## src/rtl/murmur3_32_byte_hasher_core_assert.svh

```systemverilog
// ============================================================================
// Assertion macros for the MurmurHash3 byte hasher
// Concurrent assertion wrappers that fall away when SYNTH is defined.
// ============================================================================
`ifndef MURMUR3_32_BYTE_HASHER_CORE_ASSERT_SVH
`define MURMUR3_32_BYTE_HASHER_CORE_ASSERT_SVH

`ifndef SYNTH

// Property checked on every clock edge outside reset.
`define MM3_ASSERT(label, clk, rst_n, prop, msg) \
    label: assert property (@(posedge clk) disable iff (!rst_n) prop) else $error(msg);

// Property checked on every clock edge, reset included.
`define MM3_ASSERT_ALWAYS(label, clk, prop, msg) \
    label: assert property (@(posedge clk) prop) else $error(msg);

`else

`define MM3_ASSERT(label, clk, rst_n, prop, msg)
`define MM3_ASSERT_ALWAYS(label, clk, prop, msg)

`endif

`endif

```

## src/rtl/mm3_pkg.sv

```systemverilog
// ============================================================================
// MurmurHash3 byte hasher package
// Shared constants, the queued item type and the rotate helpers.
// ============================================================================
`default_nettype none

package mm3_pkg;

    // Default width of the key length counter.
    localparam int LENGTH_BITS_DEF = 32;

    // Depth of the queue between the front and the back part.
    localparam int QUEUE_DEPTH = 2;

    // Mixing and finaliser constants of the x86_32 variant.
    localparam logic [31:0] MIX_C1   = 32'hcc9e2d51;
    localparam logic [31:0] MIX_C2   = 32'h1b873593;
    localparam logic [31:0] FOLD_ADD = 32'he6546b64;
    localparam logic [31:0] FIN_M1   = 32'h85ebca6b;
    localparam logic [31:0] FIN_M2   = 32'hc2b2ae35;

    // One classified beat as it waits in the queue.
    typedef struct packed {
        logic       has_byte;
        logic       last;
        logic [7:0] data;
    } t_item;

    // Left rotations used by the block mix and the hash fold.
    function automatic logic [31:0] rotl15(input logic [31:0] v);
        rotl15 = {v[16:0], v[31:17]};
    endfunction

    function automatic logic [31:0] rotl13(input logic [31:0] v);
        rotl13 = {v[18:0], v[31:19]};
    endfunction

endpackage

`default_nettype wire

```

## src/rtl/mm3_front.sv

```systemverilog
// ============================================================================
// MurmurHash3 front part
// Accepts input beats, drops idle beats and queues the rest for the back.
// ============================================================================
`default_nettype none

module mm3_front (
    input  wire logic           i_clk,
    input  wire logic           i_rst_n,
    input  wire logic           i_valid,
    output logic                o_ready,
    input  wire logic [7:0]     i_data,
    input  wire logic           i_last,
    input  wire logic           i_none,
    output mm3_pkg::t_item      o_item,
    output logic                o_item_valid,
    input  wire logic           i_pop
);
    import mm3_pkg::*;

    localparam int PTR_W = (QUEUE_DEPTH > 1) ? $clog2(QUEUE_DEPTH) : 1;
    localparam int CNT_W = $clog2(QUEUE_DEPTH + 1);
    localparam logic [PTR_W-1:0] PTR_LAST = PTR_W'(QUEUE_DEPTH - 1);
    localparam logic [CNT_W-1:0] CNT_FULL = CNT_W'(QUEUE_DEPTH);

    t_item            r_q [QUEUE_DEPTH];
    logic [PTR_W-1:0] r_wr_ptr, n_wr_ptr;
    logic [PTR_W-1:0] r_rd_ptr, n_rd_ptr;
    logic [CNT_W-1:0] r_count, n_count;
    logic             w_accept;
    logic             w_push;
    logic             w_pop;
    t_item            w_item;

    // Classify the beat: an idle beat (no byte, not last) is taken and dropped.
    assign o_ready  = (r_count != CNT_FULL);
    assign w_accept = i_valid && o_ready;
    assign w_push   = w_accept && (!i_none || i_last);
    assign w_pop    = i_pop && (r_count != '0);

    always_comb begin
        w_item.has_byte = !i_none;
        w_item.last     = i_last;
        w_item.data     = i_data;
    end

    // Queue pointers and fill count.
    always_comb begin
        n_wr_ptr = r_wr_ptr;
        n_rd_ptr = r_rd_ptr;
        n_count  = r_count;
        if (w_push) begin
            n_wr_ptr = (r_wr_ptr == PTR_LAST) ? '0 : r_wr_ptr + PTR_W'(1);
        end
        if (w_pop) begin
            n_rd_ptr = (r_rd_ptr == PTR_LAST) ? '0 : r_rd_ptr + PTR_W'(1);
        end
        if (w_push && !w_pop) begin
            n_count = r_count + CNT_W'(1);
        end else if (!w_push && w_pop) begin
            n_count = r_count - CNT_W'(1);
        end
    end

    always_ff @(posedge i_clk) begin
        if (!i_rst_n) begin
            r_wr_ptr <= '0;
            r_rd_ptr <= '0;
            r_count  <= '0;
        end else begin
            r_wr_ptr <= n_wr_ptr;
            r_rd_ptr <= n_rd_ptr;
            r_count  <= n_count;
        end
    end

    // Queue storage holds payload only.
    always_ff @(posedge i_clk) begin
        if (w_push) begin
            r_q[r_wr_ptr] <= w_item;
        end
    end

    assign o_item       = r_q[r_rd_ptr];
    assign o_item_valid = (r_count != '0);

endmodule

`default_nettype wire

```

## src/rtl/mm3_back.sv

```systemverilog
// ============================================================================
// MurmurHash3 back part
// Packs bytes into blocks, mixes and folds them, and finalises each key
// with one shared multiplier driven by a small sequencer.
// ============================================================================
`default_nettype none
`include "murmur3_32_byte_hasher_core_assert.svh"

module mm3_back #(
    parameter int LENGTH_BITS = mm3_pkg::LENGTH_BITS_DEF
) (
    input  wire logic           i_clk,
    input  wire logic           i_rst_n,
    input  wire logic [31:0]    i_seed,
    input  wire mm3_pkg::t_item i_item,
    input  wire logic           i_item_valid,
    output logic                o_pop,
    output logic                o_valid,
    input  wire logic           i_ready,
    output logic [31:0]         o_hash
);
    import mm3_pkg::*;

    typedef enum logic [7:0] {
        ST_IDLE = 8'b0000_0001,
        ST_MUL1 = 8'b0000_0010,
        ST_MUL2 = 8'b0000_0100,
        ST_FOLD = 8'b0000_1000,
        ST_TAIL = 8'b0001_0000,
        ST_FIN1 = 8'b0010_0000,
        ST_FIN2 = 8'b0100_0000,
        ST_DONE = 8'b1000_0000
    } t_state;

    t_state                 r_state, n_state;
    logic [31:0]            r_hash, n_hash;
    logic [31:0]            r_acc, n_acc;
    logic [31:0]            r_buf, n_buf;
    logic [1:0]             r_cnt, n_cnt;
    logic [LENGTH_BITS-1:0] r_len, n_len;
    logic                   r_open, n_open;
    logic                   r_fin, n_fin;
    logic                   r_tail, n_tail;
    logic                   r_out_valid, n_out_valid;
    logic [31:0]            r_out, n_out;

    logic [31:0]            w_mul_a;
    logic [31:0]            w_mul_b;
    logic [31:0]            w_prod;
    logic [31:0]            w_buf_new;
    logic [31:0]            w_fin1;
    logic [31:0]            w_fin2;
    logic [31:0]            w_base;
    logic                   w_load_out;

    // Byte merged into the partial block at its little-endian position.
    assign w_buf_new = r_buf | (32'(i_item.data) << {r_cnt, 3'b000});

    // Finaliser steps that precede each multiplication.
    assign w_fin1 = (r_acc ^ 32'(r_len)) ^ ((r_acc ^ 32'(r_len)) >> 16);
    assign w_fin2 = r_acc ^ (r_acc >> 13);
    assign w_base = r_open ? r_hash : i_seed;

    // Shared multiplier: operands chosen by the sequencer step.
    always_comb begin
        w_mul_a = r_acc;
        w_mul_b = MIX_C1;
        unique case (r_state)
            ST_MUL2: begin
                w_mul_a = rotl15(r_acc);
                w_mul_b = MIX_C2;
            end
            ST_FIN1: begin
                w_mul_a = w_fin1;
                w_mul_b = FIN_M1;
            end
            ST_FIN2: begin
                w_mul_a = w_fin2;
                w_mul_b = FIN_M2;
            end
            default: begin
                w_mul_a = r_acc;
                w_mul_b = MIX_C1;
            end
        endcase
    end

    assign w_prod = w_mul_a * w_mul_b;

    assign o_pop      = (r_state == ST_IDLE) && i_item_valid;
    assign w_load_out = (r_state == ST_DONE) && (!r_out_valid || i_ready);

    // Sequencer.
    always_comb begin
        n_state     = r_state;
        n_hash      = r_hash;
        n_acc       = r_acc;
        n_buf       = r_buf;
        n_cnt       = r_cnt;
        n_len       = r_len;
        n_open      = r_open;
        n_fin       = r_fin;
        n_tail      = r_tail;
        n_out       = r_out;
        n_out_valid = r_out_valid && !i_ready;

        unique case (r_state)
            ST_IDLE: begin
                if (o_pop) begin
                    if (i_item.has_byte) begin
                        if (!r_open) begin
                            n_hash = i_seed;
                            n_open = 1'b1;
                        end
                        n_len = r_len + LENGTH_BITS'(1);
                        if (r_cnt == 2'd3) begin
                            n_acc   = w_buf_new;
                            n_buf   = '0;
                            n_cnt   = '0;
                            n_fin   = i_item.last;
                            n_tail  = 1'b0;
                            n_state = ST_MUL1;
                        end else begin
                            n_buf   = w_buf_new;
                            n_cnt   = r_cnt + 2'd1;
                            n_state = i_item.last ? ST_TAIL : ST_IDLE;
                        end
                    end else begin
                        n_state = ST_TAIL;
                    end
                end
            end
            ST_MUL1: begin
                n_acc   = w_prod;
                n_state = ST_MUL2;
            end
            ST_MUL2: begin
                n_acc   = w_prod;
                n_state = ST_FOLD;
            end
            ST_FOLD: begin
                if (r_tail) begin
                    n_acc   = r_hash ^ r_acc;
                    n_state = ST_FIN1;
                end else begin
                    // Times five as a shift and add.
                    n_hash  = (rotl13(r_hash ^ r_acc) << 2) + rotl13(r_hash ^ r_acc)
                              + FOLD_ADD;
                    n_state = r_fin ? ST_TAIL : ST_IDLE;
                end
            end
            ST_TAIL: begin
                // Mix any leftover tail bytes, otherwise go straight to the finaliser.
                if (r_cnt != 2'd0) begin
                    n_acc   = r_buf;
                    n_tail  = 1'b1;
                    n_state = ST_MUL1;
                end else begin
                    n_acc   = w_base;
                    n_state = ST_FIN1;
                end
            end
            ST_FIN1: begin
                n_acc   = w_prod;
                n_state = ST_FIN2;
            end
            ST_FIN2: begin
                n_acc   = w_prod;
                n_state = ST_DONE;
            end
            ST_DONE: begin
                if (w_load_out) begin
                    n_out       = r_acc ^ (r_acc >> 16);
                    n_out_valid = 1'b1;
                    n_open      = 1'b0;
                    n_buf       = '0;
                    n_cnt       = '0;
                    n_len       = '0;
                    n_fin       = 1'b0;
                    n_tail      = 1'b0;
                    n_state     = ST_IDLE;
                end
            end
            default: begin
                n_state = ST_IDLE;
            end
        endcase
    end

    // Control registers.
    always_ff @(posedge i_clk) begin
        if (!i_rst_n) begin
            r_state     <= ST_IDLE;
            r_buf       <= '0;
            r_cnt       <= '0;
            r_len       <= '0;
            r_open      <= 1'b0;
            r_fin       <= 1'b0;
            r_tail      <= 1'b0;
            r_out_valid <= 1'b0;
        end else begin
            r_state     <= n_state;
            r_buf       <= n_buf;
            r_cnt       <= n_cnt;
            r_len       <= n_len;
            r_open      <= n_open;
            r_fin       <= n_fin;
            r_tail      <= n_tail;
            r_out_valid <= n_out_valid;
        end
    end

    // Datapath registers.
    always_ff @(posedge i_clk) begin
        r_hash <= n_hash;
        r_acc  <= n_acc;
        r_out  <= n_out;
    end

    assign o_valid = r_out_valid;
    assign o_hash  = r_out;

    // A partial block only exists inside an open key.
    `MM3_ASSERT(a_cnt_needs_open, i_clk, i_rst_n,
        (r_cnt != 2'd0) |-> r_open, "partial block without open key")
    // The tail and finish flags never survive back to idle.
    `MM3_ASSERT(a_idle_no_tail, i_clk, i_rst_n,
        (r_state == ST_IDLE) |-> (!r_tail && !r_fin), "stale tail or finish flag in idle")
    // Emitting a hash clears the key state on the next edge.
    `MM3_ASSERT(a_emit_clears, i_clk, i_rst_n,
        w_load_out |=> (!r_open && (r_len == '0) && r_out_valid),
        "key state not cleared after emit")
    // The queue is only drained while the sequencer is idle.
    `MM3_ASSERT(a_pop_in_idle, i_clk, i_rst_n,
        o_pop |=> (($past(r_state) == ST_IDLE) && ($past(i_item_valid))), "pop outside idle")

endmodule

`default_nettype wire

```

## src/rtl/murmur3_32_byte_hasher_core.sv

```systemverilog
// ============================================================================
// MurmurHash3 x86_32 byte hasher
// Streams a key one byte per beat and emits its 32-bit hash after the last beat.
// ============================================================================
//
//  Channel   Direction  Handshake                     Payload
//  s_axis    in         s_axis_tvalid/s_axis_tready   key byte, tlast, tuser = no byte
//  m_axis    out        m_axis_tvalid/m_axis_tready   32-bit hash
//  cfg       in         i_cfg_valid/o_cfg_ready       hash seed
//
//  Every fourth byte runs the block mix and fold (ST_MUL1, ST_MUL2, ST_FOLD),
//  which share one 32x32 multiplier with the finaliser.
//  The last beat adds the tail mix and finaliser (ST_TAIL, ST_FIN1, ST_FIN2).
//  A two-beat queue decouples input acceptance from the sequencer, and the
//  output register lets the next key start while a hash waits to be taken.
//  Synchronous active-low reset clears the key control state and the seed to zero.
//
`default_nettype none

module murmur3_32_byte_hasher_core #(
    parameter int LENGTH_BITS = mm3_pkg::LENGTH_BITS_DEF
) (
    input  wire logic        i_clk,
    input  wire logic        i_rst_n,
    // Input stream.
    input  wire logic        s_axis_tvalid,
    output logic             s_axis_tready,
    input  wire logic [7:0]  s_axis_tdata,  // [7:0] data_byte
    input  wire logic        s_axis_tlast,  // last_byte
    input  wire logic        s_axis_tuser,  // [0] no_byte
    // Output stream.
    output logic             m_axis_tvalid,
    input  wire logic        m_axis_tready,
    output logic [31:0]      m_axis_tdata,  // [31:0] hash_value
    // Seed register write.
    input  wire logic        i_cfg_valid,
    output logic             o_cfg_ready,
    input  wire logic [31:0] i_cfg_data
);
    import mm3_pkg::*;

    logic [31:0] r_seed;
    t_item       w_item;
    logic        w_item_valid;
    logic        w_pop;

    // Seed register, written whenever a beat arrives on the config channel.
    assign o_cfg_ready = 1'b1;

    always_ff @(posedge i_clk) begin
        if (!i_rst_n) begin
            r_seed <= '0;
        end else if (i_cfg_valid) begin
            r_seed <= i_cfg_data;
        end
    end

    mm3_front u_front (
        .i_clk        (i_clk),
        .i_rst_n      (i_rst_n),
        .i_valid      (s_axis_tvalid),
        .o_ready      (s_axis_tready),
        .i_data       (s_axis_tdata),
        .i_last       (s_axis_tlast),
        .i_none       (s_axis_tuser),
        .o_item       (w_item),
        .o_item_valid (w_item_valid),
        .i_pop        (w_pop)
    );

    mm3_back #(
        .LENGTH_BITS (LENGTH_BITS)
    ) u_back (
        .i_clk        (i_clk),
        .i_rst_n      (i_rst_n),
        .i_seed       (r_seed),
        .i_item       (w_item),
        .i_item_valid (w_item_valid),
        .o_pop        (w_pop),
        .o_valid      (m_axis_tvalid),
        .i_ready      (m_axis_tready),
        .o_hash       (m_axis_tdata)
    );

endmodule

`default_nettype wire
```

## config.mk

```make
export PLATFORM = sky130hd
export DESIGN_NAME = murmur3_32_byte_hasher_core
export DESIGN_NICKNAME = d
export VERILOG_FILES = /design/src/rtl/mm3_pkg.sv /design/src/rtl/mm3_front.sv /design/src/rtl/mm3_back.sv /design/src/rtl/murmur3_32_byte_hasher_core.sv
export VERILOG_INCLUDE_DIRS = /design/src /design/src/rtl
export SDC_FILE = /design/constraint.sdc
export NUM_CORES = 2
export LEC_CHECK = 0
export BUFFER_PORTS_ARGS = -buffer_cell sky130_fd_sc_hd__buf_2
export CORE_MARGIN = 3
export CORE_UTILIZATION = 55
export CTS_CLUSTER_DIAMETER = 30
export DETAILED_ROUTE_END_ITERATION = 8
export GPL_TIMING_DRIVEN = 0
export PLACE_DENSITY = 0.73
export SLEW_MARGIN = 20
export SYNTH_ARGS = -nofsm -noshare
export SYNTH_HDL_FRONTEND = slang
export SYNTH_SLANG_ARGS = --single-unit
```

## constraint.sdc

```tcl
create_clock -name i_clk -period 15.4 [get_ports i_clk]
set_input_delay 3.08 -clock i_clk [delete_from_list [all_inputs] [get_ports i_clk]]
set_output_delay 3.08 -clock i_clk [all_outputs]
set_load 0.05 [all_outputs]
```

# ---- After elaboration in Yosys (flattened, before gate mapping)
# Memory sizes are Yosys's and may differ from the RTL's. A register that Yosys moved wholly into a read port is not among the register bits.
# Index checks and enable logic that the tools add are counted.
dict set report classes {
  mux 58
  multipliers 1
  bitwise_logic 6
  addsub 8
  n_lt_le_gt_ge 0
  n_div 0
  n_reduce_logical 30
  n_eq_ne 17
  shifts 1
}
# operator n
set op_table {}
lappend op_table {{two-way mux 32 bit} 15}
lappend op_table {{one-hot mux 32 bit (2 select lines)} 3}
lappend op_table {{one-hot mux 32 bit (3 select lines)} 2}
lappend op_table {{one-hot mux 32 bit (4 select lines)} 1}
lappend op_table {{one-hot mux 8 bit (8 select lines)} 1}
lappend op_table {{XOR 32 x 16 -> 32 bit} 2}
lappend op_table {{XOR 32 bit} 2}
lappend op_table {{two-way mux 8 bit} 5}
lappend op_table {{adder 32 x 1 -> 32 bit (second input constant)} 1}
lappend op_table {{adder 32 bit} 1}
lappend op_table {{adder 32 bit (second input constant)} 1}
lappend op_table {{multiplier 32 x 32 -> 32 bit} 1}
lappend op_table {{bitwise OR 32 bit} 1}
lappend op_table {{left shift 8 x 5 -> 32 bit} 1}
lappend op_table {{XOR 32 x 19 -> 32 bit} 1}
lappend op_table {{two-way mux 1 bit} 18}
lappend op_table {{two-way mux 2 bit} 6}
lappend op_table {{two-way mux 5 bit} 2}
lappend op_table {{AND reduction 5 bit} 2}
lappend op_table {{nonzero test 2 bit} 5}
lappend op_table {{== test 8 x 1 -> 1 bit (second input constant)} 1}
lappend op_table {{== test 8 x 2 -> 1 bit (second input constant)} 1}
lappend op_table {{== test 8 x 3 -> 1 bit (second input constant)} 1}
lappend op_table {{== test 8 x 4 -> 1 bit (second input constant)} 1}
lappend op_table {{other kinds (23)} 46}
dict set report totals {
  reg_bits 210
  romBits 0
  ramBits 20
  mem_count 1
  input_bits 47
  output_inout_bits 35
  elab_cells 137
  latchBits 0
}
# memory depth word_bits read_ports rd_clocked_by_memory_dff write_ports line
set mem_list {}
lappend mem_list {u_front.r_q 2 10 1 1 1 mm3_front.sv:26} ;# t_item r_q [QUEUE_DEPTH];

# ---- Longest topological paths before layout
dict set report logic_depth {
  depth_word 7
  depth_mapped 39
  mapped_depth_nobuf 36
}

# ---- Modules after synthesis
# From an unflattened synthesis, not the netlist that was laid out.
dict set report unflattened {
  cells_unflattened 3038
  hier_area_um2 28315.9
}
# mod seq_area_each_um2 cells_each instances area_each_um2
set by_module_without_submodules {}
lappend by_module_without_submodules {mm3_back 4444.3 2877 1 26102.5}
lappend by_module_without_submodules {murmur3_32_byte_hasher_core 640.6 105 1 1255.0}
lappend by_module_without_submodules {mm3_front 700.7 56 1 958.4}

# ---- Worst setup path after synthesis
# OpenSTA, ideal clock, no wires.
dict set report synth_timing {
  path_kind {flip-flop to flip-flop}
  start {register u_back.r_state[4]}
  end {register u_back.r_acc[28] (data pin)}
  arrival_ns 8.800
  required_time_ns 15.141
  path_stages_with_launch 33
  n_path_buf 4
  slack_ns 6.341
  synth_period_minus_slack_ns 9.059
  setup_ns 0.259
  cell_sequence {dfxtp_1 > buf_2 > or4b_2 > nor2_2 > buf_2 > clkbuf_1 > buf_1 > nand2_1 > nand3_1 > o21ai_0 > nor2_1 > fa_1 > fa_1 > inv_1 > fa_1 > fa_1 > inv_1 > fa_1 > fa_1 > fa_1 > fa_1 > ha_1 > a21o_1 > a21oi_1 > o21bai_1 > a21o_1 > a21o_1 > a21oi_1 > o21ai_0 > a21oi_1 > o21ai_0 > xor2_1 > a211o_1}
}
dict set report synth_between {
  elab_chain_len 4
  word_cells_on_any_way 12
  classes_between {1 x mul; 7 x eq/ne; 3 x mux; 1 x reduce/logical}
}
# element line
set synth_rtl {}
lappend synth_rtl {{from (decl)} mm3_back.sv:35} ;# t_state r_state, n_state;
lappend synth_rtl {{from (signal assigned)} mm3_back.sv:202} ;# r_state <= n_state;
lappend synth_rtl {{== test 8 x 7 -> 1 bit (tied with other cells)} {mm3_back.sv:68, mm3_back.sv:107}}
lappend synth_rtl {{one-hot mux 32 bit (3 select lines)} mm3_back.sv:68} ;# unique case (r_state)
lappend synth_rtl {{multiplier 32 x 32 -> 32 bit} mm3_back.sv:88} ;# assign w_prod = w_mul_a * w_mul_b;
lappend synth_rtl {{one-hot mux 32 bit (4 select lines) (*)} mm3_back.sv:107} ;# unique case (r_state)
lappend synth_rtl {{via u_back.n_acc[28]} mm3_back.sv:37} ;# logic [31:0] r_acc, n_acc;
lappend synth_rtl {{to (signal assigned)} mm3_back.sv:216} ;# r_acc <= n_acc;
lappend synth_rtl {{to (decl)} mm3_back.sv:37}
# Mark *: on every way through the listed nets, which the timed path passes. The rest lies on a longest branch.
# A chain may end at the register's enable or synchronous reset.

# ---- Worst setup path after layout
dict set report layout_timing {
  start {register u_back.r_state[7]}
  end {register u_back.r_acc[28] (data pin)}
}
# Same word-level chain as after synthesis.

==> impl_metrics.yaml <==
cells_and_area:
  area_growth_pct: 12.3
  multi_input_area_mm2: 0.0197
  postLayoutCellArea_mm2: 0.0315
  fill_cells: 4283
  final_nets: 3778
  regArea_mm2: 0.00579
  layout-drive-gt1-share: 0.0728
timing:
  fmax_mhz: 77.7
  slew_headroom: 0.126
  tns_ns: 0
  worst_clock_skew_ns: 0.0434
  layout_worst_path_cycle_share: 0.836
  setup_viol: 0
  drv_slew: 0
  rsz0062_at_grt: "no"
  period_minus_slack_ns: 12.87
  hold_viol: 0
  tightestPinTransition_ns: 1.31
critical_path:
  worst_path_largest_cell_delay_ns: 1.00
  rr_endpoint: "u_back.r_acc[28]"
  rrSetupSlack_ns: 2.53
  critical_path_arrival_ns: 13.34
  end_kind: "flip-flop"
  cpLargestDelayFamily: "simple AND/OR/NAND/NOR gates"
  cp_max_fo: 10
  r2r_start: "u_back.r_state[7]"
  cp-start-kind: "flip-flop"
  required_ns: 15.86
  cp_slowest_cell: "nor2_1"
  crit_type: "flip-flop to flip-flop"
  critPathBufInv: 8
  r2r_cells: 33
routing:
  wl_per_cell_um: 28.6
  vias: 23600
  drt_first_pass_iters: 7
  drt_wl_total_um: 110000
  ant_nets: 0
  first_iter_violations: 2891
  drc: 0
  via_per_inst: 6.11
synthesis:
  ys_types: 77
  synth-edff-count: 116
  syn-cell-area_mm2: 0.0280
  syn_avg_cell_area_um2: 9.34
  synth-seq-cells: 231
  ys_warn_count: 0
  synth.net_count: 3637
  yosysSeqAreaShare: 0.206
  synthArstFlopShare: 0
  postSynthCellCount: 3000
  synth-main-ff-cell: "edfxtp_1"
job:
  cap_violations: 0
outcome:
  status: "completed"
clocking:
  htreeDepth: 2
  clk_pin_slew_ns: 0.05
  numCtsBuffers: 54
  clockRootBuffer: "clkbuf_16"
  cts-hold-fix-buffers: 0
  clock_sinks: 231
  insertion_delay_ns: 0.62
  cts_buffer_depth: 3
  cts_tree: "yes"
  postCtsSetupBuffers: 0
  post_cts_resized: 0
global_route:
  grt-ovfl-total: 0
  grtUsageTotal: 0.414
  grt_max_degree: 20
  grt_pass1_wl_um: 159000
  grt_pass1_vias: 23800
  antenna_found_initial: 3
placed_design:
  dpl.hpwl_um: 91600
  placed_area_mm2: 0.0294
  place.gp.congestion: 1.07
  port_buffers: 79
floorplanning:
  io_pins: 82
  die-width_um: 232
  die_h_um: 232
  core_mm2: 0.0503
  rows: 82
  start_util: 0.558
  dieArea_mm2: 0.0537
hold_path:
  hold_path.startpoint: "u_back.r_acc[22]"
  min_path_cells: 0
  hold_class: "flip-flop to flip-flop"
  holdPathEnd: "u_back.o_hash[22]"
[area by class of cell]
class / instances / share of cell area
clock buffer: 68 / 0.0499
multi-input combinational: 2073 / 0.625
timing repair buffer: 85 / 0.0151
antenna: 1 / 0.0000795
tap: 672 / 0.0267
clock inverter: 34 / 0.0161
inverter: 569 / 0.0678
buffer: 127 / 0.0160
sequential: 231 / 0.184
[layout by cell type (no fill, tap or decap), drive strengths merged, types with 9 or more instances in the layout]
cell	instances
inv	581
fa	392
nor2	218
ha	198
nand2	195
clkbuf	179
a21oi	148
xnor2	127
edfxtp	116
dfxtp	115
buf	101
xor2	100
o21ai	82
nor2b	75
mux2i	73
a21o	43
a211oi	38
a22oi	34
and2	31
nand3	31
and3	25
nand2b	23
nor3	22
a31oi	18
a221oi	17
o22ai	16
o21a	15
nand4	12
a21boi	11
mux2	11
nor3b	11
o21bai	9
bufinv	9
clkinv	9
[worst reg2reg max path, delay by kind of cell, from the launching register on]
kind / cells / cell delay (ns)
AO/OA/AOI/OAI: 6 / 2.56
AND/OR/NAND/NOR: 9 / 3.85
flip-flops: 1 / 0.35
adder cells (fa/ha/maj): 9 / 3.81
buffers and inverters: 8 / 1.56
XOR/XNOR: 1 / 0.61
[how the worst max path moves through the flow]
stage / from / to / cells past startpoint
after floorplan: u_back.r_state[4] / u_back.r_acc[28] / 32
after global placement: u_back.r_state[7] / u_back.r_acc[28] / 33
after detailed placement: u_back.r_state[7] / u_back.r_acc[28] / 34
after CTS: u_back.r_state[7] / u_back.r_acc[28] / 33
after global routing: u_back.r_state[7] / u_back.r_acc[28] / 34
final: u_back.r_state[7] / u_back.r_acc[28] / 33
[kinds of logic (layout without fill, tap and decap cells)]
logic type	Yosys count	count (layout)	share of synthesized area
and+or+nand+nor	690	690	0.118
other	1	2	0.000134
muxes	84	84	0.0305
DFF	231	231	0.206
buffers and inverters	696	883	0.0940
xor gates and xnor gates	230	230	0.0733
adders and majority gates	590	590	0.368
AOI/OAI and AO/OA	478	478	0.109
[state kept, by name, indices dropped and copies added, names as in the netlist, named ones only]
| signal | cells |
|---|---|
| u_back.r_state | 8 |
| u_front.r_q | 20 |
| u_front.r_count | 2 |
| u_back.r_tail | 1 |
| u_back.r_cnt | 2 |
| u_back.o_valid | 1 |
| u_back.r_fin | 1 |
| u_front.r_wr_ptr | 1 |
| u_back.o_hash | 32 |
| u_back.r_buf | 32 |
| u_back.r_acc | 32 |
| u_back.r_hash | 32 |
| u_back.r_len | 32 |
| u_front.r_rd_ptr | 1 |
| r_seed | 32 |
| u_back.r_open | 1 |
[synth_stat cells, types with 5 or more instances]
library cell	instances	area (µm²)
a31oi_1	18	113
nor2_1	217	815
or3_1	8	50.1
buf_2	5	25.0
or2_2	6	37.5
fa_1	392	7850
xnor2_1	127	1110
ha_1	198	2480
clkbuf_1	111	417
a21oi_1	148	741
o21a_1	15	113
inv_1	569	2140
nor3b_1	10	75.1
mux2_2	11	124
o221ai_1	5	43.8
nor4_1	5	31.3
nor3_1	22	110
xor2_1	100	876
o21bai_1	9	67.6
nand2b_1	23	144
o22ai_1	16	100
o211ai_1	5	37.5
edfxtp_1	116	3480
nand4_1	12	75.1
a211oi_1	38	285
o21ai_0	81	405
a22oi_1	34	255
nand3_1	31	155
and3_1	25	156
a21boi_0	11	82.6
dfxtp_1	115	2300
buf_1	8	30.0
a221oi_1	17	149
nand3b_1	6	45.0
a21o_1	42	315
nor2b_1	75	469
and2_1	31	194
mux2i_1	73	731
nand2_1	195	732
[metrics by stage]
step / utilization / worst slack, ns / hold WS [ns] / std cells
3_5_place_dp: 0.585 / 2.81 / 0.435 / 3757
4_1_cts: 0.626 / 2.66 / 0.447 / 3859
3_3_place_gp: 0.582 / 2.81 / 0.430 / 3751
5_1_grt: 0.626 / 2.49 / 0.472 / 3859
2_1_floorplan: - / 6.34 / 0.424 / 3000
6_report: 0.626 / 2.53 / 0.445 / 3860
[layer usage]
layer	track usage	vias to the layer above	share of wire	wire length (µm)
met3	0.130	282	0.12	13700
met1	0.571	11800	0.40	44300
met2	0.601	1506	0.42	46700
li1	-	9988	-	-
met4	0.177	6	0.052	5710
met5	0	-	0.00034	38
Power is left out: the tool's default activity adds up to more than one toggle a clock period on the data nets, which glitch-free logic cannot reach.
